`src/twcs_pkg.sv`:
```
package twcs_pkg;

  localparam int MAX_DEVICES = 8;
  localparam int DEV_W = 3;
  localparam int CNT_W = 4;

  localparam logic [31:0] TOTAL_RST = 32'd200000000;
  localparam logic [27:0] BASE_RST = 28'd1000000;
  localparam logic [27:0] MAXC_RST = 28'd8000000;
  localparam logic [16:0] ALPHA_RST = 17'd19661;
  localparam logic [3:0] ACTIVE_RST = 4'd1;
  localparam logic [47:0] INIT_TP_RST = 48'd1000000;
  localparam logic [16:0] ALPHA_ONE = 17'd65536;
  localparam logic [19:0] US_PER_S = 20'd1000000;

  localparam logic [2:0] REG_TOTAL = 3'd0;
  localparam logic [2:0] REG_BASE = 3'd1;
  localparam logic [2:0] REG_MAXC = 3'd2;
  localparam logic [2:0] REG_ALPHA = 3'd3;
  localparam logic [2:0] REG_ACTIVE = 3'd4;
  localparam logic [2:0] REG_INIT_TP = 3'd5;

  localparam logic OP_REQUEST = 1'b0;
  localparam logic OP_REPORT = 1'b1;

  // divider: numerator up to 80 bits, divisor up to 51 bits
  localparam int NUM_W = 80;
  localparam int DEN_W = 52;
  localparam int QCNT_W = 7;

  typedef enum logic [3:0] {
    ST_IDLE,
    ST_SUM,
    ST_MUL,
    ST_MUL2,
    ST_DIV,
    ST_GRANT,
    ST_SMUL,
    ST_SDIV,
    ST_EMA1,
    ST_EMA2,
    ST_OUT
  } state_t;

  typedef struct packed {
    logic start;
    logic [NUM_W-1:0] num;
    logic [DEN_W-1:0] den;
  } div_req_t;

  typedef struct packed {
    logic busy;
    logic done;
  } div_stat_t;

endpackage

```
`src/twcs_div.sv`:
```
module twcs_div (
  input  logic                       clk,
  input  logic                       rst,
  input  twcs_pkg::div_req_t         req,
  output twcs_pkg::div_stat_t        stat,
  output logic [twcs_pkg::NUM_W-1:0] quot,
  output logic [twcs_pkg::DEN_W-1:0] rem
);
  import twcs_pkg::*;

  logic [NUM_W-1:0] num;
  logic [DEN_W-1:0] den;
  logic [DEN_W:0] rsh;
  logic [QCNT_W-1:0] cnt;
  logic busy;
  logic done;

  assign rsh = {rem, num[NUM_W-1]};

  always_ff @(posedge clk) begin
    if (rst) begin
      busy <= 1'b0;
      done <= 1'b0;
      cnt <= '0;
    end else begin
      done <= !req.start && busy && (cnt == '0);
      if (req.start) begin
        busy <= 1'b1;
        cnt <= QCNT_W'(NUM_W - 1);
      end else if (busy) begin
        if (cnt == '0) busy <= 1'b0;
        cnt <= cnt - 1'b1;
      end
    end
  end

  always_ff @(posedge clk) begin
    if (req.start) begin
      num <= req.num;
      den <= req.den;
      rem <= '0;
      quot <= '0;
    end else if (busy) begin
      num <= num << 1;
      if (rsh >= {1'b0, den}) begin
        rem <= DEN_W'(rsh - {1'b0, den});
        quot <= {quot[NUM_W-2:0], 1'b1};
      end else begin
        rem <= rsh[DEN_W-1:0];
        quot <= {quot[NUM_W-2:0], 1'b0};
      end
    end
  end

  assign stat.busy = busy;
  assign stat.done = done;

endmodule
```
`config.mk`:
```
export PLATFORM = sky130hd
export DESIGN_NAME = twcs_div
export DESIGN_NICKNAME = d
export VERILOG_FILES = /design/src/twcs_pkg.sv /design/src/twcs_div.sv
export SDC_FILE = /design/constraint.sdc
export NUM_CORES = 1
export LEC_CHECK = 0
export BUFFER_PORTS_ARGS = -buffer_cell sky130_fd_sc_hd__buf_2
export CAP_MARGIN = 20
export CORE_MARGIN = 5
export CORE_UTILIZATION = 30
export DETAILED_ROUTE_END_ITERATION = 12
export SYNTH_ARGS = -nofsm -noshare
export SYNTH_HDL_FRONTEND = slang
export SYNTH_SLANG_ARGS = --single-unit
```
`constraint.sdc`:
```
create_clock -name clk -period 3.59 [get_ports clk]
set_input_delay 0.5385 -clock clk [delete_from_list [all_inputs] [get_ports clk]]
set_output_delay 0.5385 -clock clk [all_outputs]
set_load 0.05 [all_outputs]
```
# Word level (Yosys, flattened, before mapping)
# Index checks and enable logic that the tools add are counted.
# W data, S select, Z words.
# word_totals
register_bits	273
input_bits	135
out_inout_bits	134
wordCells	26
# op_classes
addsub	2
order_cmp	1
muxes	9
reduce_logical	6
# ops
cell	n
$mux W80	2
$ge A53 B52 Y1	1
$mux W52	1
$sub A52 B52 Y52	1
$mux W7	2
$logic_not A7 Y1	1
$sub A7 B1 Y7 const B	1
$mux W1	4
$logic_and A1 B1 Y1	2
$reduce_bool A2 Y1	1
$reduce_or A2 Y1	1
$logic_not A1 Y1	1

# Depth between registers and ports, before layout
# Gate-level depths: netlist of run 1.
# logic_depth
ltp_word	4
ltp_mapped	16

# Least setup slack after synthesis of run 1
# Ideal clock, no wire load.
# synth_path
path_kind	reg-to-reg
from	register rem[1] in the netlist's numbering
to	register rem[50] in the netlist's numbering
t_arrival_ns	3.172
required_ns	3.504
setup_slack_ns	0.333
path_stages_with_launch	12
path_cell_list	dfxtp_1 ha_1 nor2b_1 o31ai_1 a21oi_1 a221o_1 a21oi_2 o21ai_0 a311oi_1 a21oi_1 mux2i_1 a211oi_1
# synth_via
elab_chain_cells	2
# synth_rtl
element	line	rtl
from (decl)	twcs_div.sv:7	output logic [twcs_pkg::DEN_W-1:0] rem
from (signal assigned)	twcs_div.sv:46	rem <= DEN_W'(rsh - {1'b0, den});
from (signal assigned)	twcs_div.sv:49	rem <= rsh[DEN_W-1:0];
$sub A52 B52 Y52 or $ge A53 B52 Y1 (tied branches)	twcs_div.sv:46, twcs_div.sv:45	
$mux W52 *	twcs_div.sv:45	if (rsh >= {1'b0, den}) begin
# Every way passes the cells marked *; elsewhere a longest branch is shown, timed or not.
# A chain may end at the register's enable or synchronous reset.

# Worst setup path in the final report of run 1
# layout_path
from	register den[1]
to	register rem[45] in the netlist's numbering
# layout_via
elab_chain_cells	2
# layout_rtl
element	line	rtl
from (decl)	twcs_div.sv:12	logic [DEN_W-1:0] den;
from (signal assigned)	twcs_div.sv:40	den <= req.den;
$sub A52 B52 Y52 or $ge A53 B52 Y1 (tied branches)	twcs_div.sv:46, twcs_div.sv:45	
$mux W52 *	twcs_div.sv:45	
# Marks and branches as above.

==> impl_results.md, run 1 <==
* Outcome: finished, final reports clean
* Synthesized area divided by synthesized cell count at 10.6 um^2
* CP endpoint kind: register
* Die area at 49900 um^2
* Final-report hold violation count at 0
* Skew-Pair Late Insertion Delay at 0.55 ns
* Post-Synth Simple-Gate Area at 10.1%
* Mapped Area at 13600 um^2
* Warnings, synthesis at 0
* Maximum number of pins on one net before global-route repair at 168
* End point of the most critical hold path: den[37]$_DFFE_PP_
* Number of levels in the clock H-tree at 2
* Post-route minimum period at 3.27 ns
* Worst setup timing slack at the placement stage at 0.167 ns
* Global-route wire length before repair at 55.9 mm
* Floorplan die width at 223 um
* Total leakage power at 7.15 nW
* Share of synthesized registers carrying an async set or reset at 0%
* Fin worst setup slack at 0.321 ns
* Final total negative setup slack at 0 ns
* Launch instance of the worst min-delay path: req[37]
* FF-to-FF End: rem[45]$_SDFFE_PP0P_
* Clock Pin Slew Worst Setup and Hold Paths at 0.06 ns
* Number of global-route vias before repair at 10200
* Post-detailed-route wirelength per cell at 16.4 um
* Peak fanout along the critical path at 27
* CTS tree: yes
* Post-synthesis net count at 1476
* Standard-cell row count at 78
* Port Buf Inserts at 268
* Max_slew headroom at 41.2%
* TritonRoute pass-1 iters at 5
* Combinational family with the most area after synthesis: multiplexers
* Instance count along the most critical hold path at 1
* Vias post-DR at 10200
* Finished Layout Cells at 2155
* CTS Root Cell: clkbuf_16
* Clk sinks at 273
* Count of nets after finishing at 1714
* Total of max-cap violations at 0
* Dpl cells at 2087
* Post-DP HPWL at 25.7 mm
* Class of the tightest hold or removal check: primary input to register
* Main flop type after synthesis: dfxtp_1
* Post-synthesis compound-gate area fraction at 12.3%
* RSZ-0062 raised after global routing: no
* Post-route DRC violation count at 0
* Register bit count reported by yosys at 273
* Max Slew Vio Count at 0
* Area growth from synthesis to layout at 22.2%
* Type of the worst setup path: register to register
* Reg2reg start: den[1]$_DFFE_PP_
* Synthesized instance count at 1286
* Number of antenna violations at the first check in global routing at 9
* Power density over the cells at 525 nW/um^2
* Aggregate global-route resource usage at 13.7%
* Arithmetic-cell share of the synthesized area counting full adders, half adders and majority gates at 5.10%
* Final Cycle Share at 91.1%
* Num CTS Buffers at 35
* CORE AREA at 45200 um^2
* DR vias/cell at 4.74
* GR Overflow Total at 0
* Antenna violation net count after detailed routing at 0
* Reg2reg path depth at 13
* Hold slack final at 0.162 ns
* I/O pin cnt at 269
* Filler Cell Count at 4551
* Clock Path Buffers at 3
* Final number of setup-violating endpoints at 0
* Share of layout cells above drive strength 1 at 28.1%
* Proportion of synthesized area in mux cells at 14.7%
* Number of flops mapped to enable cells by yosys at 132
* Xor and xnor fraction of the mapped netlist area at 3.21%
* Crit path DAT at 3.74 ns
* Peak supply drop at 375 uV
* Clock skew after layout at 0.0237 ns
* Critical Path Start Type: register
* Post-synthesis cell type count at 70
* Detailed router's first-iteration violation count at 668
* Setup slack on the worst flop-to-flop path at 0.32 ns
* Required time of the critical path at 4.06 ns
* Total Routed Length at 35.4 mm
* Share of the yosys chip area belonging to registers at 49.7%
* Global placement routability congestion at 0.844
* Starting density of the core at 30.2%
* Die height at 223 um
* Maximum achievable frequency at 306 MHz
* Slew at the pin closest to its max-slew limit at 0.881 ns
layout make-up:
cell class / count / area (um^2) / area share, %
multi-input cells: 858 / 6240 / 37.4
diodes: 5 / 12.5 / 0.0750
well taps: 600 / 751 / 4.50
clock inverters: 14 / 136 / 0.818
clock buffers: 49 / 956 / 5.73
flip-flops and latches: 273 / 6790 / 40.7
repair buffers: 284 / 1520 / 9.12
inverters: 72 / 270 / 1.62
cell usage in the layout, fill, tap and decap left out, types with 48 or more instances in the layout:
cell type / instances
buf_2: 267
nor2_1: 164
dfxtp_1: 140
edfxtp_1: 132
mux2i_1: 112
mux2_2: 79
inv_1: 72
a21oi_1: 65
nand2_1: 59
ha_1: 54
o21ai_0: 48
flip-flops by register name, indices dropped and copies added, names as in the netlist:
signal,cells
quot,80
den,52
num,80
rem,52
busy,1
cnt,7
done,1
how the worst max path moves through the flow:
stage,startpoint,to,slack [ns],cells after the start
global placement,num[79]$_DFFE_PP_,rem[50]$_SDFFE_PP0P_,0.28,13
floorplan,rem[1]$_SDFFE_PP0P_,rem[50]$_SDFFE_PP0P_,0.33,11
detailed placement,num[79]$_DFFE_PP_,rem[50]$_SDFFE_PP0P_,0.17,13
CTS,num[79]$_DFFE_PP_,rem[50]$_SDFFE_PP0P_,0.15,13
global route,num[79]$_DFFE_PP_,rem[50]$_SDFFE_PP0P_,0.02,13
finish,den[1]$_DFFE_PP_,rem[45]$_SDFFE_PP0P_,0.32,13
power by group:
| part | internal [W] | leakage [nW] | switching (W) |
|---|---|---|---|
| sequential | 0.00351 | 2.46 | 0.000122 |
| combinational | 0.000685 | 4.15 | 0.00108 |
| clock | 0.00196 | 0.538 | 0.00140 |
| total | 0.00616 | 7.15 | 0.00260 |
cell usage after synthesis (all sizes together) (3+ instances only):
cell	number	area share, %
a21o	21	1.2
a31oi	9	0.41
mux2i	112	8.2
nor4	3	0.14
nand2	60	1.7
a21oi	66	2.4
o221ai	4	0.26
nand3	16	0.59
o21bai	10	0.55
a211oi	45	2.5
inv	72	2.0
o21a	5	0.28
or2	4	0.18
nand4	16	0.73
nand2b	12	0.55
and3	4	0.18
or3	5	0.23
o22ai	3	0.14
nor4b	3	0.19
ha	54	5.0
and2	3	0.14
mux2	79	6.5
xor2	19	1.2
a2111oi	5	0.64
dfxtp	141	21
buf	18	1.0
nor3	12	0.44
o211ai	7	0.39
nor2b	3	0.14
edfxtp	132	29
o21ai	50	1.8
xnor2	31	2.0
clkbuf	65	1.8
nor2	165	4.6
stage by stage:
stage	total power, W	util (%)	instance area [um^2]
2_1_floorplan	0.00502	-	13600
3_3_place_gp	0.00545	34.4	15600
3_5_place_dp	0.00547	34.4	15600
4_1_cts	0.00890	36.8	16600
5_1_grt	0.00924	36.9	16700
6_report	0.00876	36.9	16700
layer usage:
layer,GRT usage [%],share of wire (%),up-vias
met3,4.99,8.3,55
met1,17.2,43,4802
met2,22.3,47,254
li1,-,-,5104
met5,0,0.099,-
met4,4.05,2.3,8
logic make-up (layout without fill, tap and decap cells):
logic type	count (synthesis)	after routing
muxes	191	191
DFF	273	273
and+or+nand+nor	312	312
adders and majority gates	55	55
xor gates and xnor gates	50	50
buffers and inverters	155	419
AOI/OAI and AO/OA	250	250
other	0	5
worst max-delay path, cell delays in order (launching register included):
cell       delay [ns]
edfxtp_1         0.37
inv_1            0.05
ha_1             0.29
and2b_1          0.14
o211ai_1         0.12
a311oi_2         0.33
o31ai_2          0.17
a2111oi_4        0.35
nor2_2           0.13
o41ai_4          0.44
buf_12           0.25
nand2_4          0.10
or2_1            0.29
o21ai_0          0.17
repair_timing:
item | CTS | global route
gates resized for setup | 0 | 2
endpoints found under the setup margin | 0 | 2
setup buffers | 0 | 0
hold buffers | 0 | 0
Note: power is estimated with default switching activity, not from simulation.
==> run 2: changes to the inputs <==
Settings changed: CORE_UTILIZATION 30 to 55, PLACE_DENSITY set to 0.8.
==> run 2 against run 1 <==
Worst hold slack worse by 0.0095 ns. Non-clock buffer count increased by 20. Largest power group unchanged. Power decreased by 5.0%. Maximum frequency is 3.2% lower. Sequential power about the same.
==> impl_results.md, run 2 (synthesis gave the netlist of run 1 again) <==
* Outcome: finished, final reports clean
* Type of the worst setup path: register to register
* Total Routed Length at 32.7 mm (-7.7%)
* Launch instance of the worst min-delay path: req[41]
* Power density over the cells at 511 nW/um^2 (-2.7%)
* Global placement routability congestion at 0.922 (+9.2%)
* Total leakage power at 7.14 nW (-0.10%)
* Vias post-DR at 10500 (+2.4%)
* Critical Path Start Type: register
* Floorplan die width at 168 um (-25%)
* Die area at 28100 um^2 (-44%)
* DR vias/cell at 5.55 (+17%)
* Clock Path Buffers at 3 (unchanged)
* Reg2reg start: rem[1]$_SDFFE_PP0P_
* TritonRoute pass-1 iters at 7 (+2)
* Number of global-route vias before repair at 10400 (+1.7%)
* Max Slew Vio Count at 0 (unchanged)
* Max_slew headroom at 37.8% (-3.4 points)
* Multi-input gate area in the final layout at 6240 um^2 (about the same)
* Crit path DAT at 3.84 ns (+0.10 ns)
* Maximum number of pins on one net before global-route repair at 85 (-49%)
* Global-route wire length before repair at 52.4 mm (-6.3%)
* Setup slack on the worst flop-to-flop path at 0.21 ns (-0.11 ns)
* Reg2reg path depth at 12 (-1)
* Starting density of the core at 56.0% (+26 points)
* Total of max-cap violations at 0 (unchanged)
* End point of the most critical hold path: den[41]$_DFFE_PP_
* RSZ-0062 raised after global routing: yes
* Clk sinks at 273 (unchanged)
* Peak fanout along the critical path at 5 (-81%)
* Required time of the critical path at 4.05 ns (about the same)
* Aggregate global-route resource usage at 22.3% (+8.6 points)
* Number of levels in the clock H-tree at 1 (-1)
* Detailed router's first-iteration violation count at 687 (+2.8%)
* Share of layout cells above drive strength 1 at 28.2% (+0.12 points)
* Antenna violation net count after detailed routing at 0 (unchanged)
* Slew at the pin closest to its max-slew limit at 0.933 ns (+0.0513 ns)
* Peak supply drop at 448 uV (+20%)
* Maximum achievable frequency at 296 MHz (-3.2%)
* Number of antenna violations at the first check in global routing at 7 (-2)
* Clock skew after layout at 0.0137 ns (-0.00996 ns)
* GR Overflow Total at 0 (unchanged)
* Port Buf Inserts at 268 (unchanged)
* Num CTS Buffers at 29 (-17%)
* Worst setup timing slack at the placement stage at -0.00499 ns (-0.172 ns)
* Standard-cell row count at 57 (-27%)
* Final number of setup-violating endpoints at 0 (unchanged)
* Sequential standard cell area at 6790 um^2 (unchanged)
* Final-report hold violation count at 0 (unchanged)
* CTS Root Cell: clkbuf_16
* Final Cycle Share at 94.1% (+3.0 points)
* Count of nets after finishing at 1728 (+0.82%)
* Post-route DRC violation count at 0 (unchanged)
* Class of the tightest hold or removal check: primary input to register
* Hold slack final at 0.153 ns (-0.00948 ns)
* Filler Cell Count at 1921 (-58%)
* Instance count along the most critical hold path at 1 (unchanged)
* Skew-Pair Late Insertion Delay at 0.56 ns (about the same)
* Post-detailed-route wirelength per cell at 17.3 um (+5.5%)
* Post-route minimum period at 3.38 ns (+0.109 ns)
* Most common cell after layout, fill and taps aside: buf_2
* FF-to-FF End: rem[50]$_SDFFE_PP0P_
* Most used cells in the layout excluding fill and tap cells: 267 x buf_2, 164 x nor2_1, 140 x dfxtp_1
* Fin worst setup slack at 0.212 ns (-0.109 ns)
* Post-DP HPWL at 23.8 mm (-7.4%)
* CORE AREA at 24400 um^2 (-46%)
* Die height at 168 um (-25%)
* Area growth from synthesis to layout at 19.3%
* Largest registers: num: 80 flops, quot: 80 flops
* I/O pin cnt at 269 (unchanged)
* Clock Pin Slew Worst Setup and Hold Paths at 0.06 ns (about the same)
* CP endpoint kind: register
* CTS tree: yes
run 2: cell count changes in the layout (fill, tap and decap cells not counted), moves of 2 or more:
cell,change
diode_2,-4
clkinv_1,+11
inv_6,+2
inv_4,-2
clkbuf_8,-2
clkbuf_4,-2
clkbuf_16,-6
clkinv_2,-5
clkbuf_1,-4
buf_4,+21
buf_12,-2
run 2: how the worst max path moves through the flow:
stage                     cells after the start           startpoint              endpoint  slack [ns]
after detailed placement                     12     den[1]$_DFFE_PP_  rem[50]$_SDFFE_PP0P_      -0.005
after global routing                         13  rem[1]$_SDFFE_PP0P_  rem[28]$_SDFFE_PP0P_      -0.008
after CTS                                    12     den[1]$_DFFE_PP_  rem[23]$_SDFFE_PP0P_        0.01
after floorplan                              11  rem[1]$_SDFFE_PP0P_  rem[50]$_SDFFE_PP0P_        0.33
final                                        12  rem[1]$_SDFFE_PP0P_  rem[50]$_SDFFE_PP0P_        0.21
after global placement                       12  rem[1]$_SDFFE_PP0P_  rem[50]$_SDFFE_PP0P_        0.07
run 2: area by class of cell:
type,instances,share of cell area (%)
multi-input combinational,858,38.3
timing repair buffer,304,10.2
clock inverter,19,0.983
clock buffer,35,4.59
inverter,72,1.66
antenna,1,0.0154
tap,324,2.49
sequential,273,41.7
run 2: critical path: stages, from the launching register on:
cell,delay [ns]
dfxtp_1,0.41
ha_1,0.27
buf_4,0.15
nor2b_1,0.14
o31ai_1,0.35
a21oi_1,0.16
a221o_1,0.46
a21oi_4,0.26
o21ai_0,0.17
a311oi_2,0.40
a21oi_1,0.14
mux2i_1,0.14
a211oi_1,0.23
run 2: report_power, final:
part	internal (W)	total, W	switching (W)	leakage (nW)
registers	0.00351	0.00363	0.000124	2.46
logic	0.000725	0.00181	0.00109	4.24
clock network	0.00164	0.00288	0.00124	0.437
total	0.00587	0.00832	0.00245	7.14
run 2: what timing repair did:
item | in CTS | in global routing
endpoints found under the setup margin | 7 | 48
buffers inserted | 0 | 3
hold endpoints to repair | 0 | 0
hold buffers | 0 | 0
pin swaps | 1 | 1
resized for setup | 0 | 4
run 2: metrics by stage:
step	power, W	instances	setup TNS [ns]	utilization, %	area [um^2]
floorplan	0.00502	1286	0	-	13600
global placement	0.00543	1827	0	62.8	15300
detailed placement	0.00548	1827	-0.00499	62.8	15300
CTS	0.00837	1881	0	66.5	16200
global route	0.00872	1885	-0.0157	66.8	16300
finish	0.00832	1886	0	66.8	16300
run 2: layer usage:
metal	up-vias	track usage, %	wire length [um]
met2	317	38.0	15700
met4	12	5.68	946
li1	5121	-	-
met3	65	7.17	2680
met5	-	0	80
met1	4950	27.6	13300
